--- config.mk ---
export PLATFORM = sky130hd
export DESIGN_NAME = c_subset_lexer
export DESIGN_NICKNAME = d
export VERILOG_FILES = /design/src/sv/csl_pkg.sv /design/src/sv/csl_core.sv /design/src/sv/csl_out.sv /design/src/sv/c_subset_lexer.sv
export SDC_FILE = /design/constraint.sdc
export NUM_CORES = 1
export LEC_CHECK = 0
export BUFFER_PORTS_ARGS = -buffer_cell sky130_fd_sc_hd__buf_2
export CAP_MARGIN = 40
export CORE_MARGIN = 4
export CORE_UTILIZATION = 55
export CTS_BUF_LIST = sky130_fd_sc_hd__clkbuf_4
export CTS_CLUSTER_SIZE = 14
export DETAILED_ROUTE_END_ITERATION = 8
export PLACE_DENSITY = 0.76
export SYNTH_ARGS = -nofsm -noshare
export SYNTH_HDL_FRONTEND = slang
export SYNTH_SLANG_ARGS = --single-unit
--- constraint.sdc ---
create_clock -name clk -period 22.2 [get_ports clk]
set_input_delay 4.44 -clock clk [delete_from_list [all_inputs] [get_ports clk]]
set_output_delay 4.44 -clock clk [all_outputs]
set_load 0.02 [all_outputs]
--- src/sv/csl_pkg.sv ---
// Package for the C subset lexer: token kinds, error codes, automaton states
// and the result word type. No dependencies.
package csl_pkg;

  localparam int KIND_W = 6;
  localparam int ERR_W  = 4;
  localparam int LINE_W = 24;
  localparam int VAL_W  = 31;
  localparam int REP_W  = 24;
  localparam int LEN_W  = 16;

  localparam logic [KIND_W-1:0] K_IDENT = 6'd0;
  localparam logic [KIND_W-1:0] K_BREAK = 6'd1;
  localparam logic [KIND_W-1:0] K_CHAR = 6'd2;
  localparam logic [KIND_W-1:0] K_DOUBLE = 6'd3;
  localparam logic [KIND_W-1:0] K_ELSE = 6'd4;
  localparam logic [KIND_W-1:0] K_FOR = 6'd5;
  localparam logic [KIND_W-1:0] K_IF = 6'd6;
  localparam logic [KIND_W-1:0] K_INT = 6'd7;
  localparam logic [KIND_W-1:0] K_RETURN = 6'd8;
  localparam logic [KIND_W-1:0] K_STRUCT = 6'd9;
  localparam logic [KIND_W-1:0] K_VOID = 6'd10;
  localparam logic [KIND_W-1:0] K_WHILE = 6'd11;
  localparam logic [KIND_W-1:0] K_CT_INT = 6'd12;
  localparam logic [KIND_W-1:0] K_CT_REAL = 6'd13;
  localparam logic [KIND_W-1:0] K_CT_CHAR = 6'd14;
  localparam logic [KIND_W-1:0] K_CT_STRING = 6'd15;
  localparam logic [KIND_W-1:0] K_COMMA = 6'd16;
  localparam logic [KIND_W-1:0] K_SEMI = 6'd17;
  localparam logic [KIND_W-1:0] K_LPAR = 6'd18;
  localparam logic [KIND_W-1:0] K_RPAR = 6'd19;
  localparam logic [KIND_W-1:0] K_LBRACK = 6'd20;
  localparam logic [KIND_W-1:0] K_RBRACK = 6'd21;
  localparam logic [KIND_W-1:0] K_LACC = 6'd22;
  localparam logic [KIND_W-1:0] K_RACC = 6'd23;
  localparam logic [KIND_W-1:0] K_END = 6'd24;
  localparam logic [KIND_W-1:0] K_ADD = 6'd25;
  localparam logic [KIND_W-1:0] K_SUB = 6'd26;
  localparam logic [KIND_W-1:0] K_MUL = 6'd27;
  localparam logic [KIND_W-1:0] K_DIV = 6'd28;
  localparam logic [KIND_W-1:0] K_DOT = 6'd29;
  localparam logic [KIND_W-1:0] K_AND = 6'd30;
  localparam logic [KIND_W-1:0] K_OR = 6'd31;
  localparam logic [KIND_W-1:0] K_NOT = 6'd32;
  localparam logic [KIND_W-1:0] K_ASSIGN = 6'd33;
  localparam logic [KIND_W-1:0] K_EQUAL = 6'd34;
  localparam logic [KIND_W-1:0] K_NOTEQ = 6'd35;
  localparam logic [KIND_W-1:0] K_LESS = 6'd36;
  localparam logic [KIND_W-1:0] K_LESSEQ = 6'd37;
  localparam logic [KIND_W-1:0] K_GREATER = 6'd38;
  localparam logic [KIND_W-1:0] K_GREATEREQ = 6'd39;

  localparam logic [ERR_W-1:0] E_NONE = 4'd0;
  localparam logic [ERR_W-1:0] E_BAD_CHAR = 4'd1;
  localparam logic [ERR_W-1:0] E_HEX_DIGIT = 4'd2;
  localparam logic [ERR_W-1:0] E_FRAC_DIGIT = 4'd3;
  localparam logic [ERR_W-1:0] E_EXP_START = 4'd4;
  localparam logic [ERR_W-1:0] E_EXP_DIGIT = 4'd5;
  localparam logic [ERR_W-1:0] E_EMPTY_CHAR = 4'd6;
  localparam logic [ERR_W-1:0] E_UNTERM_CHAR = 4'd7;
  localparam logic [ERR_W-1:0] E_NO_QUOTE = 4'd8;
  localparam logic [ERR_W-1:0] E_UNTERM_STR = 4'd9;
  localparam logic [ERR_W-1:0] E_LONE_AMP = 4'd10;
  localparam logic [ERR_W-1:0] E_LONE_BAR = 4'd11;

  localparam logic [VAL_W-1:0] VAL_MAX = 31'h7FFF_FFFF;

  typedef enum logic [4:0] {
    S_IDLE, S_DEC, S_ZERO, S_HEX0, S_HEX, S_OCT, S_POINT, S_FRAC, S_EXP,
    S_EXPSIGN, S_EXPDIG, S_IDENT, S_CHAR0, S_CHARCLOSE, S_STR, S_SLASH,
    S_COMMENT, S_BANG, S_EQ, S_LT, S_GT, S_AMP, S_BAR, S_CHARESC, S_STRESC,
    S_HALT
  } lex_state_t;

  // One result word, fields in output order.
  typedef struct packed {
    logic              last;
    logic [LEN_W-1:0]  len;
    logic [REP_W-1:0]  start;
    logic [VAL_W-1:0]  value;
    logic [LINE_W-1:0] line;
    logic [ERR_W-1:0]  err;
    logic [KIND_W-1:0] kind;
  } token_t;

  // Keyword lookup over the six-byte name buffer; 0 means plain identifier.
  function automatic logic [KIND_W-1:0] word_kind(input logic [47:0] buf_in,
                                                  input logic [LEN_W-1:0] n);
    logic [KIND_W-1:0] k;
    k = K_IDENT;
    if (n == 16'd5 && buf_in[39:0] == 40'h6B_61_65_72_62) k = K_BREAK;
    else if (n == 16'd4 && buf_in[31:0] == 32'h72_61_68_63) k = K_CHAR;
    else if (n == 16'd6 && buf_in == 48'h65_6C_62_75_6F_64) k = K_DOUBLE;
    else if (n == 16'd4 && buf_in[31:0] == 32'h65_73_6C_65) k = K_ELSE;
    else if (n == 16'd3 && buf_in[23:0] == 24'h72_6F_66) k = K_FOR;
    else if (n == 16'd2 && buf_in[15:0] == 16'h66_69) k = K_IF;
    else if (n == 16'd3 && buf_in[23:0] == 24'h74_6E_69) k = K_INT;
    else if (n == 16'd6 && buf_in == 48'h6E_72_75_74_65_72) k = K_RETURN;
    else if (n == 16'd6 && buf_in == 48'h74_63_75_72_74_73) k = K_STRUCT;
    else if (n == 16'd4 && buf_in[31:0] == 32'h64_69_6F_76) k = K_VOID;
    else if (n == 16'd5 && buf_in[39:0] == 40'h65_6C_69_68_77) k = K_WHILE;
    return k;
  endfunction

endpackage

--- src/sv/csl_core.sv ---
// Lexer automaton: takes one byte per accepted word and produces up to two
// result words in one pass. Depends on csl_pkg.
module csl_core import csl_pkg::*; #(
  parameter int POSITION_BITS = 24
) (
  input  logic       clk,
  input  logic       rst,
  input  logic       step,
  input  logic [7:0] c,
  output logic [1:0] n_res,
  output token_t     res0,
  output token_t     res1
);

  lex_state_t               state, state_next;
  logic [LINE_W-1:0]        line_count, line_next;
  logic [POSITION_BITS-1:0] pos;
  logic [POSITION_BITS-1:0] tstart, tstart_next;
  logic [47:0]              ibuf, ibuf_next;
  logic [LEN_W-1:0]         lcount, lcount_next;
  logic [VAL_W-1:0]         acc, acc_next;
  logic [7:0]               chv, chv_next;

  // Byte classes.
  logic is_dig, is_oct, is_alpha, is_xdig, is_exp, is_word;
  logic [3:0] xv;
  assign is_dig   = c >= 8'h30 && c <= 8'h39;
  assign is_oct   = c >= 8'h30 && c <= 8'h37;
  assign is_alpha = (c >= 8'h61 && c <= 8'h7A) || (c >= 8'h41 && c <= 8'h5A);
  assign is_xdig  = is_dig || (c >= 8'h61 && c <= 8'h66) || (c >= 8'h41 && c <= 8'h46);
  assign is_exp   = c == 8'h65 || c == 8'h45;
  assign is_word  = is_alpha || is_dig || c == 8'h5F;
  assign xv = is_dig ? c[3:0] : 4'(c[3:0] + 4'd9);

  // Saturating digit accumulation; the base is a power of two or ten.
  logic [2:0]  base_sel;
  logic [34:0] acc_x;
  logic [VAL_W-1:0] acc_sat;
  always_comb begin
    unique case (base_sel)
      3'd0:    acc_x = {acc, 3'b000} + {acc, 1'b0} + 35'(xv);
      3'd1:    acc_x = {1'b0, acc, 3'b000} + 35'(xv);
      default: acc_x = {acc, 4'b0000} + 35'(xv);
    endcase
    acc_sat = (acc_x > 35'(VAL_MAX)) ? VAL_MAX : acc_x[VAL_W-1:0];
  end
  assign base_sel = (state == S_DEC) ? 3'd0 :
                    (state == S_HEX0 || state == S_HEX) ? 3'd2 : 3'd1;

  logic [LEN_W-1:0] grown;
  assign grown = (lcount == 16'hFFFF) ? lcount : 16'(lcount + 16'd1);
  logic [LINE_W-1:0] line_inc;
  assign line_inc = (line_count == 24'hFFFFFF) ? line_count : 24'(line_count + 24'd1);

  logic [REP_W-1:0] pos_r, ts_r;
  assign pos_r = REP_W'(pos);
  assign ts_r  = REP_W'(tstart);

  // First phase: the current state sees the byte and may hand it back.
  token_t t_a;
  logic   emit_a, again, nl_a;
  lex_state_t st_a;
  logic [47:0] ibuf_a;
  logic [LEN_W-1:0] lc_a;
  logic [VAL_W-1:0] acc_a;
  logic [7:0] chv_a;

  function automatic token_t tok(input logic [KIND_W-1:0] k, input logic [ERR_W-1:0] e,
                                 input logic [VAL_W-1:0] v, input logic [REP_W-1:0] s,
                                 input logic [LEN_W-1:0] l);
    token_t t;
    t.kind = k; t.err = e; t.value = v; t.start = s; t.len = l;
    t.line = '0; t.last = 1'b0;
    return t;
  endfunction

  always_comb begin
    t_a = '0; emit_a = 1'b0; again = 1'b0; nl_a = 1'b0;
    st_a = state; ibuf_a = ibuf; lc_a = lcount; acc_a = acc; chv_a = chv;
    unique case (state)
      S_IDLE: again = 1'b1;
      S_DEC: begin
        if (is_dig) begin acc_a = acc_sat; lc_a = grown; end
        else if (c == 8'h2E) begin lc_a = grown; st_a = S_POINT; end
        else if (is_exp) begin lc_a = grown; st_a = S_EXP; end
        else begin emit_a = 1; t_a = tok(K_CT_INT, E_NONE, acc, ts_r, lcount); again = 1; end
      end
      S_ZERO: begin
        if (c == 8'h78 || c == 8'h58) begin lc_a = grown; st_a = S_HEX0; end
        else if (is_oct) begin acc_a = acc_sat; lc_a = grown; st_a = S_OCT; end
        else if (c == 8'h2E) begin lc_a = grown; st_a = S_POINT; end
        else if (is_exp) begin lc_a = grown; st_a = S_EXP; end
        else begin emit_a = 1; t_a = tok(K_CT_INT, E_NONE, '0, ts_r, lcount); again = 1; end
      end
      S_HEX0: begin
        if (is_xdig) begin acc_a = acc_sat; lc_a = grown; st_a = S_HEX; end
        else begin emit_a = 1; t_a = tok(K_END, E_HEX_DIGIT, '0, pos_r, '0); st_a = S_HALT; end
      end
      S_HEX, S_OCT: begin
        if (state == S_HEX ? is_xdig : is_oct) begin acc_a = acc_sat; lc_a = grown; end
        else begin emit_a = 1; t_a = tok(K_CT_INT, E_NONE, acc, ts_r, lcount); again = 1; end
      end
      S_POINT: begin
        if (is_dig) begin lc_a = grown; st_a = S_FRAC; end
        else begin emit_a = 1; t_a = tok(K_END, E_FRAC_DIGIT, '0, pos_r, '0); st_a = S_HALT; end
      end
      S_FRAC: begin
        if (is_dig) lc_a = grown;
        else if (is_exp) begin lc_a = grown; st_a = S_EXP; end
        else begin emit_a = 1; t_a = tok(K_CT_REAL, E_NONE, '0, ts_r, lcount); again = 1; end
      end
      S_EXP: begin
        if (c == 8'h2B || c == 8'h2D) begin lc_a = grown; st_a = S_EXPSIGN; end
        else if (is_dig) begin lc_a = grown; st_a = S_EXPDIG; end
        else begin emit_a = 1; t_a = tok(K_END, E_EXP_START, '0, pos_r, '0); st_a = S_HALT; end
      end
      S_EXPSIGN: begin
        if (is_dig) begin lc_a = grown; st_a = S_EXPDIG; end
        else begin emit_a = 1; t_a = tok(K_END, E_EXP_DIGIT, '0, pos_r, '0); st_a = S_HALT; end
      end
      S_EXPDIG: begin
        if (is_dig) lc_a = grown;
        else begin emit_a = 1; t_a = tok(K_CT_REAL, E_NONE, '0, ts_r, lcount); again = 1; end
      end
      S_IDENT: begin
        if (is_word) begin
          if (lcount < 16'd6) ibuf_a = ibuf | (48'(c) << {lcount[2:0], 3'b000});
          lc_a = grown;
        end else begin
          emit_a = 1; t_a = tok(word_kind(ibuf, lcount), E_NONE, '0, ts_r, lcount); again = 1;
        end
      end
      S_CHAR0: begin
        if (c == 8'h27) begin emit_a = 1; t_a = tok(K_END, E_EMPTY_CHAR, '0, pos_r, '0); st_a = S_HALT; end
        else if (c == 8'h00) begin emit_a = 1; t_a = tok(K_END, E_UNTERM_CHAR, '0, pos_r, '0); st_a = S_HALT; end
        else if (c == 8'h5C) begin lc_a = grown; st_a = S_CHARESC; end
        else begin nl_a = c == 8'h0A; chv_a = c; lc_a = grown; st_a = S_CHARCLOSE; end
      end
      S_CHARESC: begin
        if (c == 8'h00) begin emit_a = 1; t_a = tok(K_END, E_UNTERM_CHAR, '0, pos_r, '0); st_a = S_HALT; end
        else begin
          nl_a = c == 8'h0A;
          unique case (c)
            8'h6E:   chv_a = 8'd10;
            8'h74:   chv_a = 8'd9;
            8'h72:   chv_a = 8'd13;
            8'h30:   chv_a = 8'd0;
            default: chv_a = c;
          endcase
          lc_a = grown; st_a = S_CHARCLOSE;
        end
      end
      S_CHARCLOSE: begin
        if (c == 8'h27) begin emit_a = 1; t_a = tok(K_CT_CHAR, E_NONE, VAL_W'(chv), ts_r, grown); st_a = S_IDLE; end
        else begin emit_a = 1; t_a = tok(K_END, E_NO_QUOTE, '0, pos_r, '0); st_a = S_HALT; end
      end
      S_STR: begin
        if (c == 8'h22) begin emit_a = 1; t_a = tok(K_CT_STRING, E_NONE, '0, ts_r, grown); st_a = S_IDLE; end
        else if (c == 8'h00) begin emit_a = 1; t_a = tok(K_END, E_UNTERM_STR, '0, pos_r, '0); st_a = S_HALT; end
        else begin
          if (c == 8'h5C) st_a = S_STRESC;
          nl_a = c == 8'h0A; lc_a = grown;
        end
      end
      S_STRESC: begin
        if (c == 8'h00) begin emit_a = 1; t_a = tok(K_END, E_UNTERM_STR, '0, pos_r, '0); st_a = S_HALT; end
        else begin nl_a = c == 8'h0A; lc_a = grown; st_a = S_STR; end
      end
      S_SLASH: begin
        if (c == 8'h2F) st_a = S_COMMENT;
        else begin emit_a = 1; t_a = tok(K_DIV, E_NONE, '0, ts_r, lcount); again = 1; end
      end
      S_COMMENT: again = c == 8'h0A || c == 8'h0D || c == 8'h00;
      S_BANG, S_EQ, S_LT, S_GT: begin
        emit_a = 1;
        if (c == 8'h3D) begin
          st_a = S_IDLE;
          unique case (state)
            S_BANG:  t_a = tok(K_NOTEQ, E_NONE, '0, ts_r, grown);
            S_EQ:    t_a = tok(K_EQUAL, E_NONE, '0, ts_r, grown);
            S_LT:    t_a = tok(K_LESSEQ, E_NONE, '0, ts_r, grown);
            default: t_a = tok(K_GREATEREQ, E_NONE, '0, ts_r, grown);
          endcase
        end else begin
          again = 1;
          unique case (state)
            S_BANG:  t_a = tok(K_NOT, E_NONE, '0, ts_r, lcount);
            S_EQ:    t_a = tok(K_ASSIGN, E_NONE, '0, ts_r, lcount);
            S_LT:    t_a = tok(K_LESS, E_NONE, '0, ts_r, lcount);
            default: t_a = tok(K_GREATER, E_NONE, '0, ts_r, lcount);
          endcase
        end
      end
      S_AMP: begin
        emit_a = 1;
        if (c == 8'h26) begin t_a = tok(K_AND, E_NONE, '0, ts_r, grown); st_a = S_IDLE; end
        else begin t_a = tok(K_END, E_LONE_AMP, '0, pos_r, '0); st_a = S_HALT; end
      end
      S_BAR: begin
        emit_a = 1;
        if (c == 8'h7C) begin t_a = tok(K_OR, E_NONE, '0, ts_r, grown); st_a = S_IDLE; end
        else begin t_a = tok(K_END, E_LONE_BAR, '0, pos_r, '0); st_a = S_HALT; end
      end
      default: st_a = S_HALT;
    endcase
  end

  // Second phase: the byte starts a new token from the idle state.
  token_t t_b;
  logic   emit_b, nl_b;
  lex_state_t st_b;
  logic [KIND_W-1:0] punct;
  always_comb begin
    unique case (c)
      8'h2C: punct = K_COMMA;   8'h3B: punct = K_SEMI;
      8'h28: punct = K_LPAR;    8'h29: punct = K_RPAR;
      8'h5B: punct = K_LBRACK;  8'h5D: punct = K_RBRACK;
      8'h7B: punct = K_LACC;    8'h7D: punct = K_RACC;
      8'h2B: punct = K_ADD;     8'h2D: punct = K_SUB;
      8'h2A: punct = K_MUL;     8'h2E: punct = K_DOT;
      default: punct = K_END;
    endcase
  end

  logic begins;
  always_comb begin
    t_b = '0; emit_b = 1'b0; nl_b = 1'b0; st_b = S_IDLE; begins = 1'b1;
    priority if (c == 8'h20 || c == 8'h0D || c == 8'h09) begins = 1'b0;
    else if (c == 8'h0A) begin begins = 1'b0; nl_b = 1'b1; end
    else if (c == 8'h00) begin
      begins = 1'b0; emit_b = 1; t_b = tok(K_END, E_NONE, '0, pos_r, '0); st_b = S_HALT;
    end
    else if (c == 8'h30) st_b = S_ZERO;
    else if (c == 8'h27) st_b = S_CHAR0;
    else if (c == 8'h22) st_b = S_STR;
    else if (c == 8'h2F) st_b = S_SLASH;
    else if (c == 8'h21) st_b = S_BANG;
    else if (c == 8'h3D) st_b = S_EQ;
    else if (c == 8'h3C) st_b = S_LT;
    else if (c == 8'h3E) st_b = S_GT;
    else if (c == 8'h26) st_b = S_AMP;
    else if (c == 8'h7C) st_b = S_BAR;
    else if (punct != K_END) begin emit_b = 1; t_b = tok(punct, E_NONE, '0, pos_r, 16'd1); end
    else if (is_dig) st_b = S_DEC;
    else if (is_alpha || c == 8'h5F) st_b = S_IDENT;
    else begin
      begins = 1'b0; emit_b = 1; t_b = tok(K_END, E_BAD_CHAR, '0, pos_r, '0); st_b = S_HALT;
    end
  end

  // Merge the phases; line number is taken before any newline of this byte.
  logic [LINE_W-1:0] line_a;
  always_comb begin
    line_a = nl_a ? line_inc : line_count;
    state_next = st_a; tstart_next = tstart; ibuf_next = ibuf_a;
    lcount_next = lc_a; acc_next = acc_a; chv_next = chv; line_next = line_a;
    res0 = t_a; res1 = t_b;
    res0.line = line_count; res1.line = line_count;
    n_res = {1'b0, emit_a};
    if (!again) chv_next = chv_a;
    if (again) begin
      state_next = st_b;
      if (nl_b) line_next = line_inc;
      if (begins) begin
        tstart_next = pos; lcount_next = 16'd1; acc_next = '0;
        if (st_b == S_DEC) acc_next = VAL_W'(c[3:0]);
        if (st_b == S_IDENT) ibuf_next = 48'(c);
      end
      if (emit_a && emit_b) n_res = 2'd2;
      else if (emit_b) begin n_res = 2'd1; res0 = t_b; res0.line = line_count; end
    end else begin
      res0.line = line_count;
    end
    if (n_res == 2'd2) res1.last = 1'b1;
    else res0.last = 1'b1;
  end

  always_ff @(posedge clk) begin
    if (rst) begin
      state <= S_IDLE; line_count <= 24'd1; pos <= '0; tstart <= '0;
      ibuf <= '0; lcount <= '0; acc <= '0; chv <= '0;
    end else if (step) begin
      if (state == S_HALT) begin
        state <= S_HALT;
      end else begin
        state <= state_next; line_count <= line_next;
        pos <= POSITION_BITS'(pos + 1'b1);
        tstart <= tstart_next; ibuf <= ibuf_next; lcount <= lcount_next;
        acc <= acc_next; chv <= chv_next;
      end
    end
  end

  // Checks on the automaton.
  a_halt_stays: assert property (@(posedge clk) disable iff (rst)
    state == S_HALT |=> state == S_HALT) else $error("halt left");
  a_err_kind: assert property (@(posedge clk) disable iff (rst)
    (n_res != 2'd0 && res0.err != E_NONE) |-> res0.kind == K_END)
    else $error("error without end kind");
  a_acc_range: assert property (@(posedge clk) disable iff (rst)
    acc <= VAL_MAX) else $error("accumulator range");

endmodule

--- src/sv/csl_out.sv ---
// Output stage: holds up to two result words and presents them one by one,
// taking new words whenever it can drain. Depends on csl_pkg.
module csl_out import csl_pkg::*; (
  input  logic       clk,
  input  logic       rst,
  input  logic [1:0] n_in,
  input  logic       load,
  input  token_t     w0,
  input  token_t     w1,
  output logic       busy,
  output logic       tvalid,
  input  logic       tready,
  output token_t     head
);

  token_t slot0, slot1;
  logic [1:0] cnt;
  logic take;

  assign tvalid = cnt != 2'd0;
  assign head   = slot0;
  assign take   = tvalid && tready;
  // Space for a new pair only once the held words drain this cycle.
  assign busy   = (cnt == 2'd2) || (cnt == 2'd1 && !tready);

  always_ff @(posedge clk) begin
    if (rst) begin
      cnt <= '0;
    end else begin
      if (load && n_in != 2'd0) begin
        slot0 <= w0; slot1 <= w1; cnt <= n_in;
      end else if (take) begin
        slot0 <= slot1; cnt <= 2'(cnt - 2'd1);
      end
    end
  end

  a_cnt: assert property (@(posedge clk) disable iff (rst)
    cnt != 2'd3) else $error("count range");
  a_load_free: assert property (@(posedge clk) disable iff (rst)
    (load && n_in != 2'd0) |-> (cnt == 2'd0 || (cnt == 2'd1 && tready)))
    else $error("overwrite");
  a_last: assert property (@(posedge clk) disable iff (rst)
    (tvalid && cnt == 2'd1) |-> head.last) else $error("last mark");

endmodule

--- src/sv/c_subset_lexer.sv ---
// C subset lexer top level: byte stream in, token stream out.
// An accepted byte's first token word is registered and shown the next cycle.
// One byte per cycle while the output is ready; a byte giving two tokens
// holds the input while the second word drains from the output stage.
// Reset (rst, synchronous) returns to line 1, offset 0 and no held words.
module c_subset_lexer import csl_pkg::*; #(
  parameter int POSITION_BITS = 24
) (
  input  logic         clk,
  input  logic         rst,
  input  logic         s_tvalid,
  output logic         s_tready,
  input  logic [7:0]   s_tdata,   // source_byte
  output logic         m_tvalid,
  input  logic         m_tready,
  output logic [111:0] m_tdata,   // token_kind, error_code, line_number,
                                  // int_value, lexeme_start, lexeme_length
  output logic         m_tlast    // last_of_run
);

  logic [1:0] n_res;
  token_t     r0, r1, head;
  logic       busy, step;

  assign s_tready = !busy;
  assign step     = s_tvalid && s_tready;

  csl_core #(.POSITION_BITS(POSITION_BITS)) u_core (
    .clk(clk), .rst(rst), .step(step), .c(s_tdata),
    .n_res(n_res), .res0(r0), .res1(r1)
  );

  csl_out u_out (
    .clk(clk), .rst(rst), .n_in(n_res), .load(step), .w0(r0), .w1(r1),
    .busy(busy), .tvalid(m_tvalid), .tready(m_tready), .head(head)
  );

  // Result word packed from the lowest field up.
  assign m_tdata = {7'b0, head.len, head.start, head.value, head.line, head.err, head.kind};
  assign m_tlast = head.last;

endmodule
==> results.toml, run 1 <==
[outcome]
status = "completed"

[place]
port_buffers = 119
gp_congestion = 1.004
post-place-ws_ns = 11.44
post-dp-hpwl_um = 49210
place_area_um2 = 22050

[sta]
worstMarginPinSlew_ns = 0.9404
rsz0062_at_grt = "no"
relSlewSlack_pct = 36.82
skew_ns = 0.05770
timing.final.crit_share_pct = 45.34
whs_ns = 0.4545
report.final.slew_viol_count = 0
fin_crit_ns = 10.07
setup_slack_ns = 12.13
fin_setup_tns_ns = 0
finalHoldViolations = 0
setup_viol = 0
fmax_mhz = 99.35

[global_route]
grt.overflow.total = 0
grt_pass1_vias = 18950
antenna_found_initial = 3
grt_max_degree = 74
grt_pass1_wl_um = 106900
gr-usage-all-layers_pct = 32.03

[synth]
syn_area_per_cell_um2 = 8.672
async_reset_ff_share_pct = 0
synthTopCellsByCount = "287 x nor2_1, 243 x a21oi_1, 239 x nand2_1"
synth-edff-count = 162
synth_top_area_cell = "edfxtp_1"
muxShareOfSynthArea_pct = 2.132
yosys-top-cells-area = "edfxtp_1 23%, dfxtp_1 17%, a21oi_1 5.8%"
synth-compound-area-share_pct = 20.71
syn_area_um2 = 21120
synthAdderAreaFrac_pct = 4.750
synth_top_family_by_area = "simple AND/OR/NAND/NOR gates"
post_synth_num_cell_types = 109
synth-seq-cells = 344
synth_warnings = 0
yosysMostFrequentCell = "nor2_1"
synth-xor-area-share_pct = 3.524
yosysSeqAreaShare_pct = 40.28
synthSimpleGateAreaFrac_pct = 23.96
synth_flop_cell = "dfxtp_1"
synthDominantCellAreaShare_pct = 23.03
syn_inst = 2436

[cells_and_area]
fin_area_um2 = 23290
area_growth_pct = 10.25
final_util_pct = 61.68
drive_gt1_share_pct = 15.28
nNetsFinal = 2624

[critical_path]
crit_path_top_delay_cell = "a31oi_4"
cp_num_buf_inv = 2
path_class = "in2reg"
crit_path_end_kind = "flip-flop"
critPathMaxStageDelay_ns = 0.76
path_cells = "buf_2 > ha_1 > o21bai_1 > a41oi_2 > buf_4 > a21oi_1 > xnor2_1 > fa_1 > ha_1 > a211oi_1 > o211ai_1 > a21oi_1 > o21bai_1 > a211oi_1 > xnor2_1 > or4_1 > a31oi_4 > nand2_1"
critical_path.max_fanout = 27
worst_ep_arrival_time_ns = 10.68
cp_top_family = "compound AO/OA/AOI/OAI gates"
startpoint_type = "input pin"
crit_required_ns = 22.81

[routing]
vias = 19890
postRouteAntennaNets = 0
wl_met3_um = 6039
vias_per_cell = 6.374
remaining_drc_errors = 0
wl_met2_um = 31770
drtIter0Drc = 2161
dr.max_layer_used = "met4"
drtPass1Iterations = 6
wl_met1_um = 28230
drt-total-wl_um = 68690
routedWlPerCell_um = 22.02

[cts]
tritoncts = "yes"
cts_buffers = 91
cts_setup_buffers = 0
clock-sinks = 344
clk-insertion-delay-late_ns = 0.80
hold_buffers = 0
htree_levels = 3
clock_path_buffers = 3
ctsRootBufferMaster = "clkbuf_4"
ctsResizeCount = 0
cts.clk_slew.worst_paths_ns = 0.06

[min_path]
hold_class = "reg2reg"

[floorplan]
coreArea_um2 = 37760
dieArea_um2 = 41610
fp.dieW_um = 204.0
start_util_pct = 55.95
die_h_um = 204.0
io_pins = 127
rows = 71

[power]
intPower_uw = 1561
swShare_pct = 42.07
p_leak_uw = 0.008643
seq_power_share_pct = 34.4
pwr_density_cell_nw_per_um2 = 115.7
irDropWorstVdd_mv = 0.07392
p_comb_share_pct = 44.1
pwr-share-clk_pct = 21.5
switchingPower_uw = 1133

[run]
maxCapViolCount = 0
[sequential cells by signal, summed over array words and instances (netlist names)]
register	count
u_core.acc	31
u_core.chv	8
u_core.ibuf	48
u_core.lcount	16
u_core.line_count	24
u_core.pos	24
u_core.state	5
u_core.ts_r	24
u_out.cnt	2
u_out.head	106
u_out.slot1	56
[power by group through the flow]
| stage | Combinational (uW) | Clock (uW) | Sequential, uW |
|---|---|---|---|
| after floorplan | 696 | 0 | 1040 |
| after global placement | 1110 | 0 | 936 |
| after detailed placement | 1170 | 0 | 937 |
| after CTS | 1180 | 592 | 924 |
| after global routing | 1270 | 631 | 937 |
| final | 1190 | 580 | 926 |
[cell families (layout without fill, tap and decap cells)]
family / Yosys count / after routing
AO/OA/AOI/OAI: 671 / 671
multiplexers: 41 / 41
adder cells (fa/ha/maj): 79 / 79
AND/OR/NAND/NOR: 1002 / 1002
other: 1 / 11
XOR/XNOR: 85 / 85
flip-flops: 344 / 344
buffers and inverters: 213 / 376
[routing by layer]
| layer | track usage [%] | vias up |
|---|---|---|
| li1 | - | 9239 |
| met1 | 43.77 | 9366 |
| met2 | 51.13 | 1080 |
| met3 | 5.792 | 201 |
| met4 | 12.06 | 0 |
| met5 | 0 | - |
[through the flow]
stage               power (uW)  instances
finish                    2694       3120
floorplan                 1732       2442
global route              2840       3119
detailed placement        2106       2951
CTS                       2693       3116
global placement          2045       2941
[worst register-to-register path, cell delays in order, from the launching register on]
cell,delay (ns)
dfxtp_1,0.31
buf_4,0.41
clkinv_1,0.54
a41oi_1,0.46
o21ai_0,0.21
a21o_1,0.31
nand4b_1,0.19
ha_1,0.28
nor3_1,0.11
nor2_4,0.08
buf_4,0.31
buf_16,0.31
and2_2,0.63
buf_4,0.53
[area by class of cell]
| class | count | area, um^2 |
|---|---|---|
| clock inverters | 21 | 151.4 |
| fillers | 3280 | 14470 |
| clock buffers | 144 | 1081 |
| flip-flops and latches | 344 | 8508 |
| inverters | 53 | 198.9 |
| multi-input cells | 1885 | 11690 |
| diodes | 4 | 10.01 |
| repair buffers | 158 | 1006 |
| well taps | 511 | 639.4 |
[final timing paths]
check	start	endpoint	slack (ns)	depth (start not counted)
max	s_tdata[0]	u_core.acc[26]	12.13	18
min reg2reg	u_core.ts_r[1]	u_core.ts_r[1]	0.45	2
max reg2reg	u_core.state[0]	u_out.slot1[88]	17.15	13
min	u_core.ts_r[1]	u_core.ts_r[1]	0.45	2
[cell usage in the layout (no fill, tap or decap), types with 30 or more instances in the layout]
master,instances
and3_1,30
buf_2,119
nand3_1,80
mux2_2,31
dfxtp_1,182
nor3_1,59
a21oi_1,243
nor4_1,32
nand4_1,39
xnor2_1,46
inv_1,50
xor2_1,39
and2_1,65
buf_4,31
clkbuf_4,144
o21ai_0,102
ha_1,77
edfxtp_1,162
nand2_1,239
a22oi_1,60
nor2_1,285
(Power assumes the default switching activity.)
==> run 2, diff against run 1 <==
Clock period 22.2 ns to 9.7 ns, I/O delays scaled along.
==> run 2 against run 1 <==
- via count down 0.17%
- final area down 0.11%
- highest routed layer unchanged
- global-route usage down 0.066 points
- die area unchanged
- clock skew up 0.012 ns
- worst setup slack worse by 10 ns
==> results.toml, run 2 (synthesis results as in run 1) <==
[routing]
routedWlPerCell_um = 21.81
vias = 19850
drtIter0Drc = 1788
vias_per_cell = 6.351
drt-total-wl_um = 68180
drtPass1Iterations = 6
postRouteAntennaNets = 0
remaining_drc_errors = 0

[floorplan]
rows = 71
fp.dieW_um = 204.0
start_util_pct = 55.95
dieArea_um2 = 41610
die_h_um = 204.0
coreArea_um2 = 37760
io_pins = 127

[place]
post-dp-hpwl_um = 48940
port_buffers = 119
gp_congestion = 1.005
place_area_um2 = 22020
post-place-ws_ns = 1.448

[cts]
cts_buffers = 91
ctsRootBufferMaster = "clkbuf_4"
hold_buffers = 0
cts.clk_slew.worst_paths_ns = 0.06
ctsResizeCount = 0
cts_setup_buffers = 0
clock-sinks = 344
clock_path_buffers = 3
tritoncts = "yes"
clk-insertion-delay-late_ns = 0.83
htree_levels = 3

[critical_path]
critical_path.max_fanout = 27
crit_path_end_kind = "flip-flop"
rrSetupSlack_ns = 4.81
rr_endpoint = "u_out.slot1[83]"
cpMostUsedCell = "ha_1"
path_depth = 20
worst_ep_arrival_time_ns = 8.22
r2r-start = "u_core.state[0]"
cp_top_family = "compound AO/OA/AOI/OAI gates"
startpoint_type = "input pin"
crit_path_top_delay_cell = "a41o_1"
crit_required_ns = 10.29
startpoint = "s_tdata[1]"
path_class = "in2reg"
path_cells = "buf_2 > inv_1 > ha_1 > o21bai_1 > a41o_1 > nand2_1 > xnor2_1 > ha_1 > ha_1 > inv_1 > fa_1 > nor2b_1 > o2111ai_1 > a211oi_1 > a311oi_4 > mux2_1 > o2111ai_1 > or4_1 > a31oi_4 > nand3_1"
critPathMaxStageDelay_ns = 0.75
cp_num_buf_inv = 3
r2r_cells = 11
endpoint = "u_core.acc[15]"

[cells_and_area]
fin_area_um2 = 23260
final_cell_mix = "285 x nor2_1, 243 x a21oi_1, 239 x nand2_1, 182 x dfxtp_1, 162 x edfxtp_1"
drive_gt1_share_pct = 15.46
fill_cells = 3302
final_common_cell = "nor2_1"
area_growth_pct = 10.12
largest_reg_flops = 106
nNetsFinal = 2626

[sta]
relSlewSlack_pct = 34.08
setup_slack_ns = 2.076
setup_viol = 0
fmax_mhz = 131.2
finalHoldViolations = 0
worstMarginPinSlew_ns = 0.9785
report.final.slew_viol_count = 0
rsz0062_at_grt = "no"
fin_setup_tns_ns = 0
fin_crit_ns = 7.624
timing.final.crit_share_pct = 78.60
skew_ns = 0.06968

[global_route]
grt.overflow.total = 0
grt_max_degree = 80
grt_pass1_vias = 18960
grt_pass1_wl_um = 106700
gr-usage-all-layers_pct = 31.96
antenna_found_initial = 2

[power]
irDropWorstVdd_mv = 0.1741
pwr_density_cell_nw_per_um2 = 263.0
p_leak_uw = 0.008639

[min_path]
hold_class = "reg2reg"

[outcome]
status = "completed"

[run]
maxCapViolCount = 0
-- run 2: cell count changes in the layout (fill, tap and decap cells not counted), sizes merged --
cell / before / now
buf: 157 / 159
clkinv: 20 / 22
clkinvlp: 0 / 2
diode: 4 / 2
inv: 52 / 54
bufinv: 2 / 1
clkbuf: 144 / 145
-- run 2: layout make-up --
| class | instances | area, um^2 | area share (%) |
|---|---|---|---|
| Tap cell | 511 | 639.4 | 2.748 |
| Clock buffer | 145 | 1089 | 4.679 |
| Multi-Input combinational cell | 1885 | 11690 | 50.27 |
| Timing Repair Buffer | 160 | 975.9 | 4.195 |
| Antenna cell | 2 | 5.005 | 0.02151 |
| Sequential cell | 344 | 8508 | 36.57 |
| Inverter | 53 | 198.9 | 0.8552 |
| Clock inverter | 26 | 152.6 | 0.6562 |
-- run 2: metal layers --
layer / vias up / global-route usage (%) / routed length, um
li1: 9249 / - / -
met1: 9447 / 43.28 / 28480
met2: 1008 / 51.89 / 31720
met3: 149 / 6.331 / 5962
met4: 0 / 10.39 / 2018
met5: - / 0 / 0
-- run 2: worst min path at each step --
stage,start,end,cells after the start,slack (ns)
2_1_floorplan,u_core.line_count[2],u_out.slot1[12],0,0.41
3_3_place_gp,u_core.ibuf[31],u_core.ibuf[31],1,0.43
3_5_place_dp,u_core.ts_r[21],u_core.ts_r[21],2,0.45
4_1_cts,u_core.ts_r[21],u_core.ts_r[21],2,0.46
5_1_grt,u_core.ts_r[21],u_core.ts_r[21],2,0.48
6_report,u_core.ts_r[21],u_core.ts_r[21],2,0.45
-- run 2: metrics by stage --
| step | std cells | power, uW | hold slack, ns | utilization [%] |
|---|---|---|---|---|
| after floorplan | 2442 | 3951 | 0.4064 | - |
| after global placement | 2942 | 4678 | 0.4334 | 57.94 |
| after detailed placement | 2953 | 4769 | 0.4480 | 58.31 |
| after CTS | 3124 | 6109 | 0.4565 | 61.60 |
| after global routing | 3126 | 6447 | 0.4751 | 61.61 |
| final | 3126 | 6117 | 0.4535 | 61.61 |
-- run 2: report_power, final --
group	internal (uW)	switching (uW)	total [uW]	leakage (uW)
Sequential	1970	149	2120	0.00297
Combinational	822	1840	2670	0.00493
Clock	710	619	1330	0.000740
-- run 2: worst register-to-register path, stage by stage (launching register included) --
cell and delay (ns):
dfxtp_1 0.31, buf_4 0.39, clkinv_1 0.49, a41oi_1 0.39
o21ai_0 0.23, a21o_1 0.34, nand4b_1 0.21, ha_1 0.29
nor3_1 0.11, nor2_4 0.50, and2_2 0.84, buf_4 0.48
